### config.mk
export PLATFORM = sky130hd
export DESIGN_NAME = stack_machine_execute_unit_flat
export DESIGN_NICKNAME = d
export VERILOG_FILES = /design/src/hdl/smx_pkg.sv /design/src/hdl/smx_if.sv /design/src/hdl/smx_data_ram.sv /design/src/hdl/smx_divider.sv /design/src/hdl/stack_machine_execute_unit.sv /design/src/flat_wrapper.sv
export SDC_FILE = /design/constraint.sdc
export NUM_CORES = 2
export LEC_CHECK = 0
export BUFFER_PORTS_ARGS = -buffer_cell sky130_fd_sc_hd__buf_2
export CAP_MARGIN = 10
export CELL_PAD_IN_SITES_DETAIL_PLACEMENT = 0
export CELL_PAD_IN_SITES_GLOBAL_PLACEMENT = 1
export CORE_ASPECT_RATIO = 1.1
export CORE_MARGIN = 1
export CORE_UTILIZATION = 25
export DETAILED_ROUTE_END_ITERATION = 10
export PLACE_DENSITY_LB_ADDON = 0.1
export SLEW_MARGIN = 30
export SYNTH_ARGS = -nofsm -noshare
export SYNTH_HDL_FRONTEND = slang
export SYNTH_SLANG_ARGS = --single-unit
### constraint.sdc
create_clock -name clock -period 31.4 [get_ports clock]
set_input_delay 6.28 -clock clock [delete_from_list [all_inputs] [get_ports clock]]
set_output_delay 6.28 -clock clock [all_outputs]
set_load 0.05 [all_outputs]
### src/hdl/smx_pkg.sv
// Shared types and constants for the stack machine execute unit.
// No dependencies.
package smx_pkg;

   localparam int DATA_DEPTH_DEF = 64;
   localparam int CALL_DEPTH_DEF = 16;
   localparam int NUM_REGS_DEF   = 4;
   localparam int PC_WIDTH_DEF   = 10;

   localparam int DATA_W   = 32;
   localparam int OP_W     = 5;
   localparam int RIDX_W   = 2;
   localparam int TGT_W    = 10;
   localparam int OPC_W    = 11;   // next_pc and program_length port width
   localparam int ERR_W    = 3;

   localparam logic [OP_W-1:0] OP_BEGIN = 5'd0;
   localparam logic [OP_W-1:0] OP_END   = 5'd1;
   localparam logic [OP_W-1:0] OP_POP   = 5'd2;
   localparam logic [OP_W-1:0] OP_ADD   = 5'd3;
   localparam logic [OP_W-1:0] OP_SUB   = 5'd4;
   localparam logic [OP_W-1:0] OP_MUL   = 5'd5;
   localparam logic [OP_W-1:0] OP_DIV   = 5'd6;
   localparam logic [OP_W-1:0] OP_OUT   = 5'd7;
   localparam logic [OP_W-1:0] OP_NPOUT = 5'd8;
   localparam logic [OP_W-1:0] OP_IN    = 5'd9;
   localparam logic [OP_W-1:0] OP_RET   = 5'd10;
   localparam logic [OP_W-1:0] OP_PUSH  = 5'd11;
   localparam logic [OP_W-1:0] OP_PUSHR = 5'd12;
   localparam logic [OP_W-1:0] OP_POPR  = 5'd13;
   localparam logic [OP_W-1:0] OP_JMP   = 5'd14;
   localparam logic [OP_W-1:0] OP_JEQ   = 5'd15;
   localparam logic [OP_W-1:0] OP_JNE   = 5'd16;
   localparam logic [OP_W-1:0] OP_JA    = 5'd17;
   localparam logic [OP_W-1:0] OP_JAE   = 5'd18;
   localparam logic [OP_W-1:0] OP_JB    = 5'd19;
   localparam logic [OP_W-1:0] OP_JBE   = 5'd20;
   localparam logic [OP_W-1:0] OP_CALL  = 5'd21;

   localparam logic [ERR_W-1:0] ERR_NONE      = 3'd0;
   localparam logic [ERR_W-1:0] ERR_DATA_UNDER = 3'd1;
   localparam logic [ERR_W-1:0] ERR_DATA_OVER = 3'd2;
   localparam logic [ERR_W-1:0] ERR_DIV_ZERO  = 3'd3;
   localparam logic [ERR_W-1:0] ERR_CALL_UNDER = 3'd4;
   localparam logic [ERR_W-1:0] ERR_CALL_OVER = 3'd5;

   typedef enum logic [1:0] {
      ST_IDLE,
      ST_EXEC,
      ST_DIV,
      ST_WB
   } state_type;

   typedef struct packed {
      logic              start;
      logic [DATA_W-1:0] dividend;
      logic [DATA_W-1:0] divisor;
   } div_req_type;

   typedef struct packed {
      logic              done;
      logic [DATA_W-1:0] quotient;
   } div_rsp_type;

endpackage

### src/hdl/smx_if.sv
// Handshake channels of the stack machine execute unit: instruction and result.
// Depends on smx_pkg.
interface smx_req_if import smx_pkg::*; ();
   logic              valid;
   logic              ready;
   logic [OP_W-1:0]   opcode;
   logic [DATA_W-1:0] immediate;
   logic [RIDX_W-1:0] reg_index;
   logic [TGT_W-1:0]  jump_target;
   logic [DATA_W-1:0] console_value;

   modport source (output valid, opcode, immediate, reg_index, jump_target,
                   console_value, input ready);
   modport sink   (input valid, opcode, immediate, reg_index, jump_target,
                   console_value, output ready);
endinterface

interface smx_rsp_if import smx_pkg::*; ();
   logic              valid;
   logic              ready;
   logic [OPC_W-1:0]  next_pc;
   logic [DATA_W-1:0] print_value;
   logic              print_valid;
   logic              halted;
   logic [ERR_W-1:0]  error_code;

   modport source (output valid, next_pc, print_value, print_valid, halted,
                   error_code, input ready);
   modport sink   (input valid, next_pc, print_value, print_valid, halted,
                   error_code, output ready);
endinterface

### src/hdl/smx_data_ram.sv
// Data stack memory: one write port, two registered read ports.
// Depends on smx_pkg.
module smx_data_ram
   import smx_pkg::*;
#(
   parameter int DEPTH = DATA_DEPTH_DEF,
   localparam int AW   = $clog2(DEPTH)
) (
   input  logic              clock,
   input  logic              we,
   input  logic [AW-1:0]     waddr,
   input  logic [DATA_W-1:0] wdata,
   input  logic              re,
   input  logic [AW-1:0]     raddr_a,
   input  logic [AW-1:0]     raddr_b,
   output logic [DATA_W-1:0] rdata_a,
   output logic [DATA_W-1:0] rdata_b
);
   logic [DATA_W-1:0] mem [DEPTH];
   logic [DATA_W-1:0] rdata_a_ff;
   logic [DATA_W-1:0] rdata_b_ff;

   always_ff @(posedge clock) begin
      if (we) begin
         mem[waddr] <= wdata;
      end
      if (re) begin
         rdata_a_ff <= mem[raddr_a];
         rdata_b_ff <= mem[raddr_b];
      end
   end

   assign rdata_a = rdata_a_ff;
   assign rdata_b = rdata_b_ff;
endmodule

### src/hdl/smx_divider.sv
// Signed truncating divider, one quotient bit per cycle (restoring).
// Depends on smx_pkg.
module smx_divider
   import smx_pkg::*;
(
   input  logic        clock,
   input  logic        reset,
   input  div_req_type div_req,
   output div_rsp_type div_rsp
);
   localparam int CW = $clog2(DATA_W + 1);

   logic [CW-1:0]     count_ff, count_in;
   logic              busy_ff, busy_in;
   logic              done_ff, done_in;
   logic              neg_ff, neg_in;
   logic [DATA_W-1:0] rem_ff, rem_in;
   logic [DATA_W-1:0] quo_ff, quo_in;
   logic [DATA_W-1:0] dsr_ff, dsr_in;
   logic [DATA_W:0]   trial;
   logic [DATA_W:0]   shifted;

   always_comb begin
      count_in = count_ff;
      busy_in  = busy_ff;
      done_in  = done_ff;
      neg_in   = neg_ff;
      rem_in   = rem_ff;
      quo_in   = quo_ff;
      dsr_in   = dsr_ff;
      shifted  = {rem_ff, quo_ff[DATA_W-1]};
      trial    = shifted - {1'b0, dsr_ff};
      if (div_req.start) begin
         busy_in  = 1'b1;
         done_in  = 1'b0;
         count_in = CW'(DATA_W);
         neg_in   = div_req.dividend[DATA_W-1] ^ div_req.divisor[DATA_W-1];
         rem_in   = '0;
         quo_in   = div_req.dividend[DATA_W-1] ? (DATA_W'(0) - div_req.dividend)
                                               : div_req.dividend;
         dsr_in   = div_req.divisor[DATA_W-1] ? (DATA_W'(0) - div_req.divisor)
                                              : div_req.divisor;
      end else if (busy_ff) begin
         if (!trial[DATA_W]) begin
            rem_in = trial[DATA_W-1:0];
            quo_in = {quo_ff[DATA_W-2:0], 1'b1};
         end else begin
            rem_in = shifted[DATA_W-1:0];
            quo_in = {quo_ff[DATA_W-2:0], 1'b0};
         end
         count_in = count_ff - 1'b1;
         if (count_ff == CW'(1)) begin
            busy_in = 1'b0;
            done_in = 1'b1;
         end
      end
   end

   always_ff @(posedge clock) begin
      if (reset) begin
         busy_ff  <= 1'b0;
         done_ff  <= 1'b0;
         count_ff <= '0;
      end else begin
         busy_ff  <= busy_in;
         done_ff  <= done_in;
         count_ff <= count_in;
      end
      neg_ff <= neg_in;
      rem_ff <= rem_in;
      quo_ff <= quo_in;
      dsr_ff <= dsr_in;
   end

   assign div_rsp.done     = done_ff;
   assign div_rsp.quotient = neg_ff ? (DATA_W'(0) - quo_ff) : quo_ff;
endmodule

### src/hdl/stack_machine_execute_unit.sv
// Stack machine execute unit: one instruction per req beat, one rsp beat each.
// Result registered at commit; divide goes through the 32-step divider, then writeback.
// New instructions are accepted only in the idle state, after the last one commits.
// Reset (synchronous, active high) clears depths, registers, pc, halt, length.
// Stack memory contents are not cleared. Depends on smx_pkg, smx_if, RAM, divider.
module stack_machine_execute_unit
   import smx_pkg::*;
#(
   parameter int DATA_DEPTH = DATA_DEPTH_DEF,
   parameter int CALL_DEPTH = CALL_DEPTH_DEF,
   parameter int NUM_REGS   = NUM_REGS_DEF,
   parameter int PC_WIDTH   = PC_WIDTH_DEF
) (
   input  logic             clock,
   input  logic             reset,
   smx_req_if.sink          req_bus,
   smx_rsp_if.source        rsp_bus,
   input  logic             csr_wr_en,
   input  logic [OPC_W-1:0] csr_wr_data
);
   localparam int DAW = $clog2(DATA_DEPTH);
   localparam int DDW = $clog2(DATA_DEPTH + 1);
   localparam int RAW = (CALL_DEPTH > 1) ? $clog2(CALL_DEPTH) : 1;
   localparam int RDW = $clog2(CALL_DEPTH + 1);
   localparam int RIW = (NUM_REGS > 1) ? $clog2(NUM_REGS) : 1;
   localparam int PCW = PC_WIDTH + 1;

   // sequencer
   state_type state_ff, state_in;
   logic      accept, commit, out_free;

   // architectural state
   logic [DDW-1:0]      ddep_ff, ddep_in;
   logic [RDW-1:0]      rdep_ff, rdep_in;
   logic [PCW-1:0]      pc_ff, pc_in;
   logic                halt_ff, halt_in;
   logic [OPC_W-1:0]    plen_ff;
   logic [DATA_W-1:0]   gpr_ff [NUM_REGS];

   // latched instruction
   logic [OP_W-1:0]     op_ff;
   logic [DATA_W-1:0]   imm_ff;
   logic [RIDX_W-1:0]   ridx_ff;
   logic [TGT_W-1:0]    tgt_ff;
   logic [DATA_W-1:0]   con_ff;

   // memories
   logic [DATA_W-1:0]   top_val, sec_val;
   logic                ds_we;
   logic [DAW-1:0]      ds_waddr;
   logic [DATA_W-1:0]   ds_wdata;
   logic [PC_WIDTH-1:0] rs_mem [CALL_DEPTH];
   logic [PC_WIDTH-1:0] rs_rd_ff;
   logic                rs_we;

   // result register
   logic                rsp_valid_ff;
   logic [OPC_W-1:0]    rsp_pc_ff;
   logic [DATA_W-1:0]   rsp_pv_ff;
   logic                rsp_pvalid_ff;
   logic                rsp_halt_ff;
   logic [ERR_W-1:0]    rsp_err_ff;

   // execute results
   logic [ERR_W-1:0]    err;
   logic [DATA_W-1:0]   pv;
   logic                pvalid;
   logic                ended;
   logic [PCW-1:0]      pc_sel;
   logic                gpr_we;
   logic                ridx_ok;
   logic                is_pop1, is_pop2, is_push;
   logic signed [DATA_W-1:0] lval, rval;
   logic                taken;
   logic [DATA_W-1:0]   prod;
   logic                need_div;

   div_req_type div_req;
   div_rsp_type div_rsp;

   assign out_free = !rsp_valid_ff || rsp_bus.ready;
   assign accept   = req_bus.valid && req_bus.ready;
   assign lval     = sec_val;
   assign rval     = top_val;
   assign prod     = top_val * sec_val;
   assign ridx_ok  = {{(DATA_W-RIDX_W){1'b0}}, ridx_ff} < DATA_W'(NUM_REGS);

   // Data stack: top at depth-1, second at depth-2; read on accept.
   smx_data_ram #(.DEPTH(DATA_DEPTH)) u_data_ram (
      .clock   (clock),
      .we      (ds_we),
      .waddr   (ds_waddr),
      .wdata   (ds_wdata),
      .re      (accept),
      .raddr_a (DAW'(ddep_ff - 1'b1)),
      .raddr_b (DAW'(ddep_ff - 2'd2)),
      .rdata_a (top_val),
      .rdata_b (sec_val)
   );

   smx_divider u_divider (
      .clock   (clock),
      .reset   (reset),
      .div_req (div_req),
      .div_rsp (div_rsp)
   );

   // Return stack: read at depth-1 on accept, written by call at commit.
   always_ff @(posedge clock) begin
      if (rs_we) begin
         rs_mem[rdep_ff[RAW-1:0]] <= pc_ff[PC_WIDTH-1:0];
      end
      if (accept) begin
         rs_rd_ff <= rs_mem[RAW'(rdep_ff - 1'b1)];
      end
   end

   // Decode, fault checks and next-state values of the instruction.
   always_comb begin
      is_pop1 = (op_ff == OP_POP) || (op_ff == OP_OUT) || (op_ff == OP_NPOUT) ||
                (op_ff == OP_POPR);
      is_pop2 = ((op_ff >= OP_ADD) && (op_ff <= OP_DIV)) ||
                ((op_ff >= OP_JEQ) && (op_ff <= OP_JBE));
      is_push = (op_ff == OP_IN) || (op_ff == OP_PUSH) || (op_ff == OP_PUSHR);

      priority if (is_pop1 && (ddep_ff == '0))               err = ERR_DATA_UNDER;
      else if (is_pop2 && (ddep_ff < DDW'(2)))               err = ERR_DATA_UNDER;
      else if (is_push && (ddep_ff == DDW'(DATA_DEPTH)))     err = ERR_DATA_OVER;
      else if ((op_ff == OP_DIV) && (top_val == '0))         err = ERR_DIV_ZERO;
      else if ((op_ff == OP_RET) && (rdep_ff == '0))         err = ERR_CALL_UNDER;
      else if ((op_ff == OP_CALL) && (rdep_ff == RDW'(CALL_DEPTH))) err = ERR_CALL_OVER;
      else                                                   err = ERR_NONE;

      unique case (op_ff)
         OP_JEQ:  taken = (lval == rval);
         OP_JNE:  taken = (lval != rval);
         OP_JA:   taken = (lval > rval);
         OP_JAE:  taken = (lval >= rval);
         OP_JB:   taken = (lval < rval);
         default: taken = (lval <= rval);
      endcase

      need_div = !halt_ff && (err == ERR_NONE) && (op_ff == OP_DIV);

      pv       = '0;
      pvalid   = 1'b0;
      ended    = 1'b0;
      pc_sel   = pc_ff;
      halt_in  = halt_ff;
      ddep_in  = ddep_ff;
      rdep_in  = rdep_ff;
      ds_we    = 1'b0;
      ds_waddr = DAW'(ddep_ff);
      ds_wdata = imm_ff;
      rs_we    = 1'b0;
      gpr_we   = 1'b0;

      if (!halt_ff && (err == ERR_NONE)) begin
         unique case (op_ff)
            OP_END: begin
               pc_sel  = PCW'(plen_ff);
               halt_in = 1'b1;
               ended   = 1'b1;
            end
            OP_POP: ddep_in = ddep_ff - 1'b1;
            OP_ADD, OP_SUB, OP_MUL, OP_DIV: begin
               ds_we    = 1'b1;
               ds_waddr = DAW'(ddep_ff - 2'd2);
               ddep_in  = ddep_ff - 1'b1;
               if (op_ff == OP_ADD)      ds_wdata = sec_val + top_val;
               else if (op_ff == OP_SUB) ds_wdata = sec_val - top_val;
               else if (op_ff == OP_MUL) ds_wdata = prod;
               else                      ds_wdata = div_rsp.quotient;
            end
            OP_OUT: begin
               pv      = top_val;
               pvalid  = 1'b1;
               ddep_in = ddep_ff - 1'b1;
            end
            OP_NPOUT: begin
               pv     = top_val;
               pvalid = 1'b1;
            end
            OP_IN, OP_PUSH, OP_PUSHR: begin
               ds_we   = 1'b1;
               ddep_in = ddep_ff + 1'b1;
               if (op_ff == OP_IN)        ds_wdata = con_ff;
               else if (op_ff == OP_PUSH) ds_wdata = imm_ff;
               else                       ds_wdata = ridx_ok ? gpr_ff[RIW'(ridx_ff)] : '0;
            end
            OP_RET: begin
               rdep_in = rdep_ff - 1'b1;
               pc_sel  = PCW'(rs_rd_ff);
            end
            OP_POPR: begin
               gpr_we  = ridx_ok;
               ddep_in = ddep_ff - 1'b1;
            end
            OP_JMP: pc_sel = PCW'(PC_WIDTH'(tgt_ff));
            OP_JEQ, OP_JNE, OP_JA, OP_JAE, OP_JB, OP_JBE: begin
               ddep_in = ddep_ff - 2'd2;
               if (taken) pc_sel = PCW'(PC_WIDTH'(tgt_ff));
            end
            OP_CALL: begin
               rs_we   = 1'b1;
               rdep_in = rdep_ff + 1'b1;
               pc_sel  = PCW'(PC_WIDTH'(tgt_ff));
            end
            default: ;
         endcase
      end

      if (halt_ff)    pc_in = pc_ff;
      else if (ended) pc_in = pc_sel;
      else            pc_in = pc_sel + 1'b1;

      // memory and register writes only land on the commit cycle
      ds_we  = ds_we && commit;
      rs_we  = rs_we && commit;
      gpr_we = gpr_we && commit;
   end

   // Sequencer next state
   always_comb begin
      state_in = state_ff;
      unique case (state_ff)
         ST_IDLE: if (accept) state_in = ST_EXEC;
         ST_EXEC: begin
            if (need_div)      state_in = ST_DIV;
            else if (out_free) state_in = ST_IDLE;
         end
         ST_DIV:  if (div_rsp.done) state_in = ST_WB;
         ST_WB:   if (out_free) state_in = ST_IDLE;
         default: state_in = ST_IDLE;
      endcase
   end

   // Sequencer outputs
   always_comb begin
      req_bus.ready     = 1'b0;
      commit            = 1'b0;
      div_req.start     = 1'b0;
      div_req.dividend  = sec_val;
      div_req.divisor   = top_val;
      unique case (state_ff)
         ST_IDLE: req_bus.ready = 1'b1;
         ST_EXEC: begin
            div_req.start = need_div;
            commit        = !need_div && out_free;
         end
         ST_DIV:  ;
         ST_WB:   commit = out_free;
         default: ;
      endcase
   end

   always_ff @(posedge clock) begin
      if (reset) begin
         state_ff     <= ST_IDLE;
         ddep_ff      <= '0;
         rdep_ff      <= '0;
         pc_ff        <= '0;
         halt_ff      <= 1'b0;
         plen_ff      <= '0;
         rsp_valid_ff <= 1'b0;
         for (int i = 0; i < NUM_REGS; i++) begin
            gpr_ff[i] <= '0;
         end
      end else begin
         state_ff <= state_in;
         if (csr_wr_en) begin
            plen_ff <= csr_wr_data;
         end
         if (commit) begin
            ddep_ff <= ddep_in;
            rdep_ff <= rdep_in;
            pc_ff   <= pc_in;
            halt_ff <= halt_in;
         end
         if (gpr_we) begin
            gpr_ff[RIW'(ridx_ff)] <= top_val;
         end
         if (commit) begin
            rsp_valid_ff <= 1'b1;
         end else if (rsp_bus.ready) begin
            rsp_valid_ff <= 1'b0;
         end
      end
   end

   // Payload registers
   always_ff @(posedge clock) begin
      if (accept) begin
         op_ff   <= req_bus.opcode;
         imm_ff  <= req_bus.immediate;
         ridx_ff <= req_bus.reg_index;
         tgt_ff  <= req_bus.jump_target;
         con_ff  <= req_bus.console_value;
      end
      if (commit) begin
         rsp_pc_ff     <= OPC_W'(pc_in);
         rsp_pv_ff     <= pv;
         rsp_pvalid_ff <= pvalid;
         rsp_halt_ff   <= halt_in;
         rsp_err_ff    <= halt_ff ? ERR_NONE : err;
      end
   end

   assign rsp_bus.valid       = rsp_valid_ff;
   assign rsp_bus.next_pc     = rsp_pc_ff;
   assign rsp_bus.print_value = rsp_pv_ff;
   assign rsp_bus.print_valid = rsp_pvalid_ff;
   assign rsp_bus.halted      = rsp_halt_ff;
   assign rsp_bus.error_code  = rsp_err_ff;

   // stack depths stay within their stores
   a_ddep_bound: assert property (@(posedge clock) disable iff (reset)
      ddep_ff <= DDW'(DATA_DEPTH)) else $error("data depth beyond stack");
   a_rdep_bound: assert property (@(posedge clock) disable iff (reset)
      rdep_ff <= RDW'(CALL_DEPTH)) else $error("call depth beyond stack");
   // halt is sticky until reset
   a_halt_sticky: assert property (@(posedge clock) disable iff (reset)
      halt_ff |=> halt_ff) else $error("halt flag dropped");
   // divider never started on a zero divisor
   a_div_nonzero: assert property (@(posedge clock) disable iff (reset)
      div_req.start |-> (div_req.divisor != '0)) else $error("divide by zero issued");
   // a commit never overwrites a result still waiting
   a_no_overrun: assert property (@(posedge clock) disable iff (reset)
      commit |-> (!rsp_valid_ff || rsp_bus.ready)) else $error("result overrun");

endmodule

### src/flat_wrapper.sv
// flat-port wrapper written by rule: the top's interface ports become plain ports
module stack_machine_execute_unit_flat import smx_pkg::*;
#(
   parameter int DATA_DEPTH = DATA_DEPTH_DEF,
   parameter int CALL_DEPTH = CALL_DEPTH_DEF,
   parameter int NUM_REGS   = NUM_REGS_DEF,
   parameter int PC_WIDTH   = PC_WIDTH_DEF
)
  (clock, reset, csr_wr_en, csr_wr_data, req_bus_valid, req_bus_opcode, req_bus_immediate, req_bus_reg_index, req_bus_jump_target, req_bus_console_value, req_bus_ready, rsp_bus_valid, rsp_bus_next_pc, rsp_bus_print_value, rsp_bus_print_valid, rsp_bus_halted, rsp_bus_error_code, rsp_bus_ready);
  smx_req_if req_bus_i ();
  smx_rsp_if rsp_bus_i ();
  input  logic clock;
  input  logic reset;
  input  logic csr_wr_en;
  input  logic [OPC_W-1:0] csr_wr_data;
  input wire logic [$bits(req_bus_i.valid)-1:0] req_bus_valid;
  input wire logic [$bits(req_bus_i.opcode)-1:0] req_bus_opcode;
  input wire logic [$bits(req_bus_i.immediate)-1:0] req_bus_immediate;
  input wire logic [$bits(req_bus_i.reg_index)-1:0] req_bus_reg_index;
  input wire logic [$bits(req_bus_i.jump_target)-1:0] req_bus_jump_target;
  input wire logic [$bits(req_bus_i.console_value)-1:0] req_bus_console_value;
  output wire logic [$bits(req_bus_i.ready)-1:0] req_bus_ready;
  output wire logic [$bits(rsp_bus_i.valid)-1:0] rsp_bus_valid;
  output wire logic [$bits(rsp_bus_i.next_pc)-1:0] rsp_bus_next_pc;
  output wire logic [$bits(rsp_bus_i.print_value)-1:0] rsp_bus_print_value;
  output wire logic [$bits(rsp_bus_i.print_valid)-1:0] rsp_bus_print_valid;
  output wire logic [$bits(rsp_bus_i.halted)-1:0] rsp_bus_halted;
  output wire logic [$bits(rsp_bus_i.error_code)-1:0] rsp_bus_error_code;
  input wire logic [$bits(rsp_bus_i.ready)-1:0] rsp_bus_ready;
  assign req_bus_i.valid = req_bus_valid;
  assign req_bus_i.opcode = req_bus_opcode;
  assign req_bus_i.immediate = req_bus_immediate;
  assign req_bus_i.reg_index = req_bus_reg_index;
  assign req_bus_i.jump_target = req_bus_jump_target;
  assign req_bus_i.console_value = req_bus_console_value;
  assign req_bus_ready = req_bus_i.ready;
  assign rsp_bus_valid = rsp_bus_i.valid;
  assign rsp_bus_next_pc = rsp_bus_i.next_pc;
  assign rsp_bus_print_value = rsp_bus_i.print_value;
  assign rsp_bus_print_valid = rsp_bus_i.print_valid;
  assign rsp_bus_halted = rsp_bus_i.halted;
  assign rsp_bus_error_code = rsp_bus_i.error_code;
  assign rsp_bus_i.ready = rsp_bus_ready;
  stack_machine_execute_unit #(.DATA_DEPTH(DATA_DEPTH), .CALL_DEPTH(CALL_DEPTH), .NUM_REGS(NUM_REGS), .PC_WIDTH(PC_WIDTH)) u_core (.clock(clock), .reset(reset), .req_bus(req_bus_i), .rsp_bus(rsp_bus_i), .csr_wr_en(csr_wr_en), .csr_wr_data(csr_wr_data));
endmodule
==> impl_results.md <==
* Main synth FF type: edfxtp_1
* Critical-path maximum fanout at 64
* Mapped Nets at 9197
* Syn Std Cell Area at ~140000 um2
* PortBufs at ~150
* First-pass GRT wire length at 747000 um
* Slowest CP cell: o21ai_0
* Setup Crit Path Kind: flip-flop to flip-flop
* Failing checks: DRC
* IO Count at 147
* Worst EP required at 32.03 ns
* Post-synth ARST share at 0%
* Outcome: complete, but fails checks
* DRT antenna net count at 0
* Area delta synth->final at 15.8%
* Buffers & Inverters on Critical Path at 6
* Worst path top cell family by delay: adder cells
* Most frequent cell after synthesis: edfxtp_1
* Cells on worst reg2reg path at 28
* Hold Path End: u_core.state_ff[1]$_SDFFE_PP0P_
* Max capacitance violation total at 0
* Final min period at 10.02 ns
* Post-CTS resize count at 0
* Via Count at between 80000 and 90000
* Max_slew headroom at between 20% and 30%
* Die area at 574000 um2
* CTS buffer count at 343
* YS warnings at 0
* Final Setup Violations at 0
* Crit path DAT at 10.65 ns
* GRT Total Usage at a little under a fifth
* Vias in the first global route at roughly 85000
* Seq cells post-synth at between 2000 and 3000
* Die Y at a little under 800 um
* Register area share after synthesis at 55.9%
* Clock Skew at 0.0706 ns
* Hold buffers post-CTS at 0
* Gpl congestion at 0.782
* CTS H-tree depth at 5
* Remaining DRCs at 70
* CP Launch Point: u_core.u_data_ram.rdata_a[9]$_DFFE_PP_
* Layout Nets at 9390
* Synth cell types at roughly 90
* Row count at between 200 and 300
* Maximum clock rate at roughly 100 MHz
* Most common library cells after synthesis: edfxtp_1, mux4_2, inv_1, clkbuf_1, nand2_1
* Fraction of layout cells with a size suffix above 1 at around 28%
* Area contributors post-synth: edfxtp_1, mux4_2, fa_1
* Setup TNS at 0 ns
* FF-to-FF End: u_core.u_data_ram.mem[22][29]$_DFFE_PP_
* CTS Root Cell: clkbuf_16
* CP peak stage delay at 0.65 ns
* Worst reg2reg setup slack at 21.38 ns
* Initial DRC count at 7719
* CTS tree: built
* Critical R2R Launch: u_core.u_data_ram.rdata_a[9]$_DFFE_PP_
* Vias/cell at ~5.0
* Crit path capture type: flip-flop
* Setup crit start kind: flip-flop
* Largest net degree at the start of global routing at 109
* Pins Over Slew Limit at 0
* Hold Vio Cnt, Final at 0
* Global route overflow at 0
* Core Region at 568000 um2
* Worst slew pin tran at 1.13 ns
* Clk pin slew, worst setup/hold paths at 0.06 ns
* Synth top area share at 54.8%
* Hold Path Class: flip-flop to flip-flop
* Sink Count at 2684
* WL/cell at 33.0 um
* EDFF count, synth at 2604
* DRT Pass-1 Iters at 8
* RSZ-0062 raised after global routing: false
* Gate Count Post-Synth at 8456
* Clock Latency Late Sink at 1.00 ns
* Final WL at 545000 um
* Largest area contributor in the netlist: edfxtp_1
* Starting Density at between 20 and 30%
* Half-perimeter wire length after placement at 370000 um
* Setup Buffers After CTS at 0
* Initial antenna violation count at 84
* CTS max path bufs at 4
* HP Start: u_core.state_ff[1]$_SDFFE_PP0P_
* Most frequent cell on the critical path: fa_1
* Hold Path Depth at 2
* Die span in x at 723 um
* Final worst path period share at 31.9%
* Avg Cell Area, Syn at roughly 17 um2
[metrics by stage]
step	util (%)	cells	hold slack (ns)	setup slack [ns]	cell area [um2]
2_1_floorplan	-	8456	0.459	20.84	143000
3_3_place_gp	27.2	15888	0.486	21.24	154000
3_5_place_dp	27.2	15894	0.500	21.37	154000
4_1_cts	29.1	16518	0.509	21.31	165000
5_1_grt	29.1	16523	0.541	21.10	165000
6_report	29.1	16533	0.507	21.38	165000
[flip-flops by register name, summed over array words and instances (netlist names), 5 cells and up, named ones only]
signal                      count
u_core.con_ff                  32
u_core.ddep_ff                  7
u_core.gpr_ff                 128
u_core.imm_ff                  32
u_core.op_ff                    5
u_core.pc_ff                   11
u_core.plen_ff                 11
u_core.rdep_ff                  5
u_core.rs_mem                 160
u_core.rs_rd_ff                10
u_core.rsp_bus.next_pc         11
u_core.rsp_bus.print_value     32
u_core.tgt_ff                  10
u_core.u_data_ram.mem        2048
u_core.u_data_ram.rdata_a      32
u_core.u_data_ram.rdata_b      32
u_core.u_divider.count_ff       6
u_core.u_divider.dsr_ff        32
u_core.u_divider.quo_ff        32
u_core.u_divider.rem_ff        32
[area by class of cell]
type | count | area [um2]
Fill cell | 56115 | 403000
Sequential cell | 2684 | 79800
Multi-Input combinational cell | 4663 | 60000
Tap cell | 7592 | 9500
Clock buffer | 422 | 9020
Timing Repair Buffer | 446 | 3340
Inverter | 511 | 1920
Clock inverter | 202 | 1670
Antenna cell | 13 | 32.5
[metal layers]
| layer | vias to the layer above | part of all wire [%] | track usage [%] |
|---|---|---|---|
| met5 | - | 0.0048 | 0 |
| met4 | 4 | 1.9 | 3.38 |
| met3 | 476 | 5.2 | 2.54 |
| met2 | 2486 | 48 | 30.6 |
| met1 | 45789 | 45 | 26.4 |
| li1 | 33968 | - | - |
[cell families (layout without fill, tap and decap cells)]
kind of cell	count (synthesis)	count (layout)	synth area share (%)
buf+inv	1109	1581	2.94
xor+xnor	247	247	1.52
fa+ha+maj	644	644	7.81
mux	1504	1504	23.0
compound gates	781	781	3.53
simple gates	1487	1487	5.27
flops	2684	2684	55.9
other cells	0	13	0
[worst max-delay path by stage]
stage          slack, ns                                 endpoint  cells after the start
6_report           21.38  u_core.u_data_ram.mem[22][29]$_DFFE_PP_                     28
5_1_grt            21.10  u_core.u_data_ram.mem[39][27]$_DFFE_PP_                     28
4_1_cts            21.31  u_core.u_data_ram.mem[48][29]$_DFFE_PP_                     28
3_5_place_dp       21.37   u_core.u_data_ram.mem[3][29]$_DFFE_PP_                     28
3_3_place_gp       21.24   u_core.u_data_ram.mem[1][29]$_DFFE_PP_                     28
2_1_floorplan      20.84                                flip-flop                      2
[cell usage in the layout (no fill, tap or decap), types with 72 or more instances in the layout]
master and instances:
edfxtp_1 2604, mux4_2 1423, inv_1 507, nand2_1 444, fa_1 411, and2_1 400
clkbuf_16 349, buf_4 269, ha_1 230, o21ai_0 197, nor2_1 192, a21oi_1 178
xnor2_1 161, buf_2 145, clkinv_1 91, nor3_1 90, xor2_1 78, dfxtp_1 74
clkbuf_1 72
[worst register-to-register path, delay by kind of cell (launching register included)]
| kind | cells | cell delay [ns] |
|---|---|---|
| flip-flops | 1 | 0.44 |
| AND/OR/NAND/NOR | 2 | 0.53 |
| adder cells (fa/ha/maj) | 10 | 4.36 |
| XOR/XNOR | 1 | 0.20 |
| buffers and inverters | 6 | 1.42 |
| AO/OA/AOI/OAI | 9 | 2.56 |
Power is not shown: default switching activity piles up to over one toggle a cycle in this logic, so the estimate is an artifact.
